**src/rtl/rational_cubic_uv_evaluator_assert.svh**
```systemverilog
// assertion macros for the rational cubic uv evaluator
`ifndef RATIONAL_CUBIC_UV_EVALUATOR_ASSERT_SVH
`define RATIONAL_CUBIC_UV_EVALUATOR_ASSERT_SVH
`ifndef ASSERT_OFF
// same-cycle implication
`define RCUV_ASSERT_IMPLY(label, clk, rst_n, ante, cons, msg) \
    label: assert property (@(posedge clk) disable iff (!rst_n) (ante) |-> (cons)) \
        else $error(msg);
// implication after a fixed number of cycles
`define RCUV_ASSERT_AFTER(label, clk, rst_n, ante, n, cons, msg) \
    label: assert property (@(posedge clk) disable iff (!rst_n) (ante) |-> ##n (cons)) \
        else $error(msg);
`else
`define RCUV_ASSERT_IMPLY(label, clk, rst_n, ante, cons, msg)
`define RCUV_ASSERT_AFTER(label, clk, rst_n, ante, n, cons, msg)
`endif
`endif

```
**src/rtl/rcuv_pkg.sv**
```systemverilog
package rcuv_pkg;

    // fixed field widths
    localparam int COEF_W     = 32;
    localparam int POLY_W     = 36;
    localparam int QUOT_W     = 32;
    localparam int MUL_CHUNK  = 32;
    localparam int CFG_IDX_W  = 3;
    localparam int CFG_DATA_W = 64;
    localparam int STATUS_W   = 2;

    // pipeline latencies of the units
    localparam int HORNER_LAT = 3;
    localparam int MUL_LAT    = 2;
    localparam int DIV_LAT    = QUOT_W + 3;

    localparam logic [QUOT_W-1:0] QUOT_MAX = {1'b0, {(QUOT_W-1){1'b1}}};
    localparam logic [QUOT_W-1:0] QUOT_MIN = {1'b1, {(QUOT_W-1){1'b0}}};

    typedef enum logic [CFG_IDX_W-1:0] {
        REG_SEG_FLAG = 3'd0,
        REG_X_LO     = 3'd1,
        REG_X_HI     = 3'd2,
        REG_Y_LO     = 3'd3,
        REG_Y_HI     = 3'd4,
        REG_W_LO     = 3'd5,
        REG_W_HI     = 3'd6
    } cfg_reg_t;

    typedef enum logic [STATUS_W-1:0] {
        STATUS_OK     = 2'd0,
        STATUS_NOT_UV = 2'd1,
        STATUS_ZERO_W = 2'd2,
        STATUS_SAT    = 2'd3
    } status_t;

    // divider result word
    typedef struct packed {
        logic [QUOT_W-1:0] value;
        logic              sat;
    } quot_t;

endpackage

```
**src/rtl/rcuv_mul.sv**
```systemverilog
module rcuv_mul
    import rcuv_pkg::*;
#(
    parameter int A_W = 36,
    parameter int B_W = 36
)
(
    input  logic                      clk,
    input  logic signed [A_W-1:0]     a,
    input  logic signed [B_W-1:0]     b,
    output logic signed [A_W+B_W-1:0] p
);

    localparam int NA = (A_W + MUL_CHUNK - 1) / MUL_CHUNK;
    localparam int NB = (B_W + MUL_CHUNK - 1) / MUL_CHUNK;
    localparam int PW = A_W + B_W;

    logic [A_W-1:0]           a_mag;
    logic [B_W-1:0]           b_mag;
    logic [NA*MUL_CHUNK-1:0]  a_pad;
    logic [NB*MUL_CHUNK-1:0]  b_pad;
    logic [2*MUL_CHUNK-1:0]   pp_reg [NA*NB];
    logic                     neg_reg;
    logic [PW-1:0]            mag_sum;
    logic signed [PW-1:0]     p_reg;

    // sign and magnitude
    assign a_mag = a[A_W-1] ? A_W'(-a) : A_W'(a);
    assign b_mag = b[B_W-1] ? B_W'(-b) : B_W'(b);
    assign a_pad = (NA*MUL_CHUNK)'(a_mag);
    assign b_pad = (NB*MUL_CHUNK)'(b_mag);

    // partial products of 32-bit chunks
    always_ff @(posedge clk)
    begin
        neg_reg <= a[A_W-1] ^ b[B_W-1];
        for (int i = 0; i < NA; i++)
        begin
            for (int j = 0; j < NB; j++)
            begin
                pp_reg[i*NB+j] <= (2*MUL_CHUNK)'(a_pad[i*MUL_CHUNK +: MUL_CHUNK])
                                * (2*MUL_CHUNK)'(b_pad[j*MUL_CHUNK +: MUL_CHUNK]);
            end
        end
    end

    // sum of shifted partials
    always_comb
    begin
        mag_sum = '0;
        for (int i = 0; i < NA; i++)
        begin
            for (int j = 0; j < NB; j++)
            begin
                mag_sum = mag_sum + (PW'(pp_reg[i*NB+j]) << ((i + j) * MUL_CHUNK));
            end
        end
    end

    always_ff @(posedge clk)
    begin
        p_reg <= neg_reg ? $signed(PW'(-mag_sum)) : $signed(mag_sum);
    end

    assign p = p_reg;

endmodule

```
**config.mk**
```make
export PLATFORM = sky130hd
export DESIGN_NAME = rcuv_mul
export DESIGN_NICKNAME = d
export VERILOG_FILES = /design/src/rtl/rational_cubic_uv_evaluator_assert.svh /design/src/rtl/rcuv_pkg.sv /design/src/rtl/rcuv_mul.sv
export SDC_FILE = /design/constraint.sdc
export NUM_CORES = 2
export LEC_CHECK = 0
export BUFFER_PORTS_ARGS = -buffer_cell sky130_fd_sc_hd__buf_2
export CAP_MARGIN = 20
export CORE_MARGIN = 2
export CORE_UTILIZATION = 50
export DETAILED_ROUTE_END_ITERATION = 16
export PLACE_DENSITY = 0.66
export SLEW_MARGIN = 20
export SYNTH_ARGS = -nofsm -noshare
export SYNTH_HDL_FRONTEND = slang
export SYNTH_SLANG_ARGS = --single-unit
```
**constraint.sdc**
```tcl
create_clock -name clk -period 11.8 [get_ports clk]
set_input_delay 0 -clock clk [delete_from_list [all_inputs] [get_ports clk]]
set_output_delay 0 -clock clk [all_outputs]
set_load 0.01 [all_outputs]
```
Word level (Yosys, flattened, before mapping)
Memories as Yosys holds them, arrays and structs flattened.
Cells that the tools add are included.
{ "op_classes": {"n_addsub": 6, "n_mul": 4, "muxes": 3, "bitwise_logic": 1} }
{ "op_table": {"columns": ["operator", "n"], "rows": [
  ["adder 72 bit", 2],
  ["adder 64 x 72 -> 72 bit", 1],
  ["2-to-1 mux 36 bit", 2],
  ["2-to-1 mux 72 bit", 1],
  ["negation 36 bit", 2],
  ["negation 72 bit", 1],
  ["multiplier 32 x 32 -> 64 bit", 1],
  ["multiplier 32 x 4 -> 36 bit", 1],
  ["multiplier 4 x 32 -> 36 bit", 1],
  ["multiplier 4 x 4 -> 8 bit", 1],
  ["XOR 1 bit", 1]
]} }
{ "totals": {"ff_bits": 73, "ramBits": 256, "in_bits": 73, "output_inout_bits": 72, "wordCells": 17, "mem_count": 1} }
{ "memory_table": {"columns": ["memory", "words", "word_bits", "rd", "rd_clocked_by_memory_dff", "wr", "line_no", "rtl"], "rows": [
  ["pp_reg", 4, 64, 4, 0, 4, "rcuv_mul.sv:22", "logic [2*MUL_CHUNK-1:0] pp_reg [NA*NB];"]
]} }

Depth between registers and ports, before layout
An unclocked memory read counts as a cell.
{ "depth": {"depth_word": 6, "ltp_mapped": 40} }

Worst setup path before layout
No wires, ideal clock.
{ "synth_path": {"path_kind": "input-to-reg", "from": "input port a[0]", "to": "memory pp_reg[0][63] in the netlist's numbering", "setup_ps": 72, "arrival_ps": 9392, "setup_slack_ps": 2336, "cell_stages": 38, "n_path_buf": 4, "path_cell_list": "clkbuf_1 -> inv_1 -> clkbuf_1 -> ha_1 -> nand2b_1 -> nand2b_1 -> nand2b_1 -> or4_1 -> nand2b_1 -> o41a_1 -> xnor2_1 -> clkbuf_1 -> nor2_1 -> fa_1 -> inv_1 -> fa_1 -> fa_1 -> fa_1 -> (+2 left out) -> fa_1 -> fa_1 -> inv_1 -> fa_1 -> inv_1 -> ha_1 -> clkbuf_1 -> a21o_1 -> a21oi_1 -> nor2_1 -> o21ai_0 -> a31oi_1 -> a221o_1 -> a31o_2 -> a31oi_1 -> o211ai_1 -> a221oi_1 -> xnor2_1"} }
{ "synth_rtl": {"columns": ["item", "line_no", "rtl"], "rows": [
  ["start: declaration", "rcuv_mul.sv:9", "input logic signed [A_W-1:0] a,"],
  ["end: declaration", "rcuv_mul.sv:22", null]
]} }

==> reports/qor.csv <==
stage;metric;value;unit
floorplanning;Starting Density;50.50;%
clock_network;clk slew on worst S/H paths;0.07;ns
clock_network;Max Root-Sink Buffers;3;
yosys;register bit count reported by yosys;217;
layout;multi-input logic area;41150;um2
setup_path;Worst Reg-to-Reg Cells;13;
yosys;Net Count, Synth;7214;
sta;fmax;96.12;MHz
clock_network;Clock Tree Root;clkbuf_16;
placement;HPWL Detailed;137.6;mm
floorplanning;die area;101900;um2
clock_network;CTS tree;built;
clock_network;clock sink count;217;
clock_network;post-cts sizing count;0;
routing;First DRT Iteration DRCs;4028;
setup_path;Crit. End Element;flip-flop;
routing;drt wl/cell;23.58;um
floorplanning;core area;98420;um2
setup_path;most frequent CP cell;fa_1;
sta;fin. max-slew vios;0;
setup_path;Worst Path Buf+Inv;3;
sta;Worst Max-Slew Pin Slew;1.217;ns
floorplanning;io pins;145;
layout;max FFs per register;144;
global_route;first-pass GRT wire length;253.9;mm
setup_path;CP top delay family;adder cells;
global_route;GRT Residual Overflow;0;
clock_network;Post-CTS Setup Bufs;0;
setup_path;crit-path max cell delay;0.85;ns
routing;detailed-route via count;40774;
sta;# setup viols final;0;
layout;nets;7294;
min_path;WHS Endpoint;pp_reg[2][0];
clock_network;# hold bufs at CTS;0;
routing;drt pass-1 iters;7;
setup_path;CP max stage cell;xnor2_1;
sta;Final Cycle Share;88.17;%
min_path;hold path start;b[0];
yosys;Mapped Cells;5690;
yosys;count leader, synth;inv_1;
setup_path;crit start category;primary input;
sta;relative slew slack;18.81;%
yosys;synth cell count leaders;inv_1 (1058), fa_1 (1057), nand2_1 (771), nor2_1 (745), ha_1 (394);
yosys;mapped cell area;49700;um2
clock_network;worst-skew pair later-pin latency;0.57;ns
status;outcome;completed;
global_route;total track usage;33.20;%
yosys;register area share after synthesis;8.741;%
routing;routed vias/inst;5.756;
routing;Post-DRT Antenna Nets;0;
sta;final hold vios;0;
yosys;Yosys top cell by area;fa_1;
layout;Area growth, synth to finish;8.081;%
min_path;min-delay worst type;in -> reg;
layout;layout filler cell count;9043;
floorplanning;die width;319.3;um
setup_path;required time of the critical path;12.28;ns
yosys;Mean Syn Cell Area;8.735;um2
placement;number of port buffers;144;
setup_path;FF-to-FF Start;pp_reg[0][34];
yosys;synth warn;0;
yosys;area share of the largest cell type after synthesis;42.57;%
yosys;Post-synth top flop;dfxtp_1;
flow_run;MaxCap Viol Count;0;
min_path;Hold Path Depth;3;
setup_path;reg2reg end;p[68];
global_route;initial antenna violation count;28;
yosys;Async SR Flop Fraction;0;%
routing;drt drc;0;
floorplanning;Die H;319.3;um
yosys;Synth area leaders;fa_1 (43%), ha_1 (9.9%), dfxtp_1 (8.7%);
layout;share of layout cells above drive strength 1;7.639;%
floorplanning;# rows;115;
clock_network;cts bufs inserted;22;
setup_path;crit-path max FO;8;
layout;Sequential Area;4348;um2
setup_path;flop-to-flop setup slack;6.17;ns
routing;final WL;167.0;mm
sta;RSZ-0062 raised after global routing;no;
sta;Final min period;10.40;ns
global_route;largest net degree at the start of global routing;73;
setup_path;kind of critical path;in -> reg;
global_route;number of global-route vias before repair;41849;
sta;setup TNS;0;ns
yosys;Post-synth EDFFs;0;
sta;Clock Skews;0.03191;ns
setup_path;critical path arrival;10.89;ns
yosys;post-synth cell types;85;
clock_network;H-Tree Level Count;1;
placement;Final GP Congestion;1.008;
==> final cells by class <==
cell class | instances | area share, %
Clock inverter | 14 | 0.3098
Sequential cell | 217 | 8.094
Clock buffer | 26 | 1.071
Timing Repair Buffer | 296 | 3.466
Inverter | 1059 | 7.400
Tap cell | 1287 | 2.998
Multi-Input combinational cell | 4174 | 76.61
Antenna cell | 11 | 0.05124
==> kinds of logic after synthesis <==
| kind of cell | share of synthesized area (%) |
|---|---|
| XOR/XNOR | 6.059 |
| buffers and inverters | 9.831 |
| adder cells (fa/ha/maj) | 52.49 |
| AO/OA/AOI/OAI | 7.849 |
| AND/OR/NAND/NOR | 15.00 |
| flip-flops | 8.741 |
| multiplexers | 0.02266 |
==> layer usage <==
layer	global-route usage, %	wire [um]
met2	50.19	71890
met3	8.471	20500
met4	12.65	7332
met5	0	159
met1	45.94	67160
==> cell usage in the layout (no fill, tap or decap), types with 21 or more instances in the layout <==
cell type / n
nand4_1: 21
xnor2_2: 24
and2_1: 28
buf_2: 144
buf_4: 152
nand2b_1: 32
fa_1: 1057
nor3_1: 42
xor2_1: 84
nor2_1: 745
o21a_1: 33
nand3_1: 35
ha_1: 394
o41ai_1: 22
xor2_2: 40
a21oi_1: 124
o21ai_0: 112
dfxtp_1: 216
o31ai_1: 32
o21bai_1: 23
xnor2_1: 185
inv_1: 1058
a31oi_1: 21
clkbuf_16: 22
a21o_1: 99
and3_1: 23
nand2_1: 771
==> worst min-delay path: stages <==
cell and delay, ns:
buf_2 0.09, inv_1 0.28, nor2_1 0.18
==> worst max-delay path by stage <==
stage,startpoint,to,slack [ns],depth (start not counted)
final,a[4],pp_reg[0][54],1.40,31
after floorplan,a[0],pp_reg[0][63],2.34,38
after global routing,a[4],pp_reg[0][54],1.06,32
after CTS,a[4],pp_reg[0][54],1.64,31
after global placement,b[0],pp_reg[0][60],1.13,34
after detailed placement,a[4],pp_reg[0][54],1.07,32
==> through the flow <==
step / setup slack (ns) / util, % / hold WS, ns / instances / area (um2)
6_report: 1.396 / 54.58 / 0.03756 / 7084 / 53720
5_1_grt: 1.058 / 54.57 / 0.03936 / 7079 / 53710
4_1_cts: 1.636 / 54.54 / 0.008634 / 7073 / 53680
3_5_place_dp: 1.068 / 53.79 / 0.3860 / 7033 / 52940
3_3_place_gp: 1.133 / 53.76 / 0.3839 / 7033 / 52910
2_1_floorplan: 2.336 / - / 0.2437 / 5690 / 49700
Power is not shown: default switching activity piles up to over one toggle a cycle in this logic, so the estimate is an artifact.
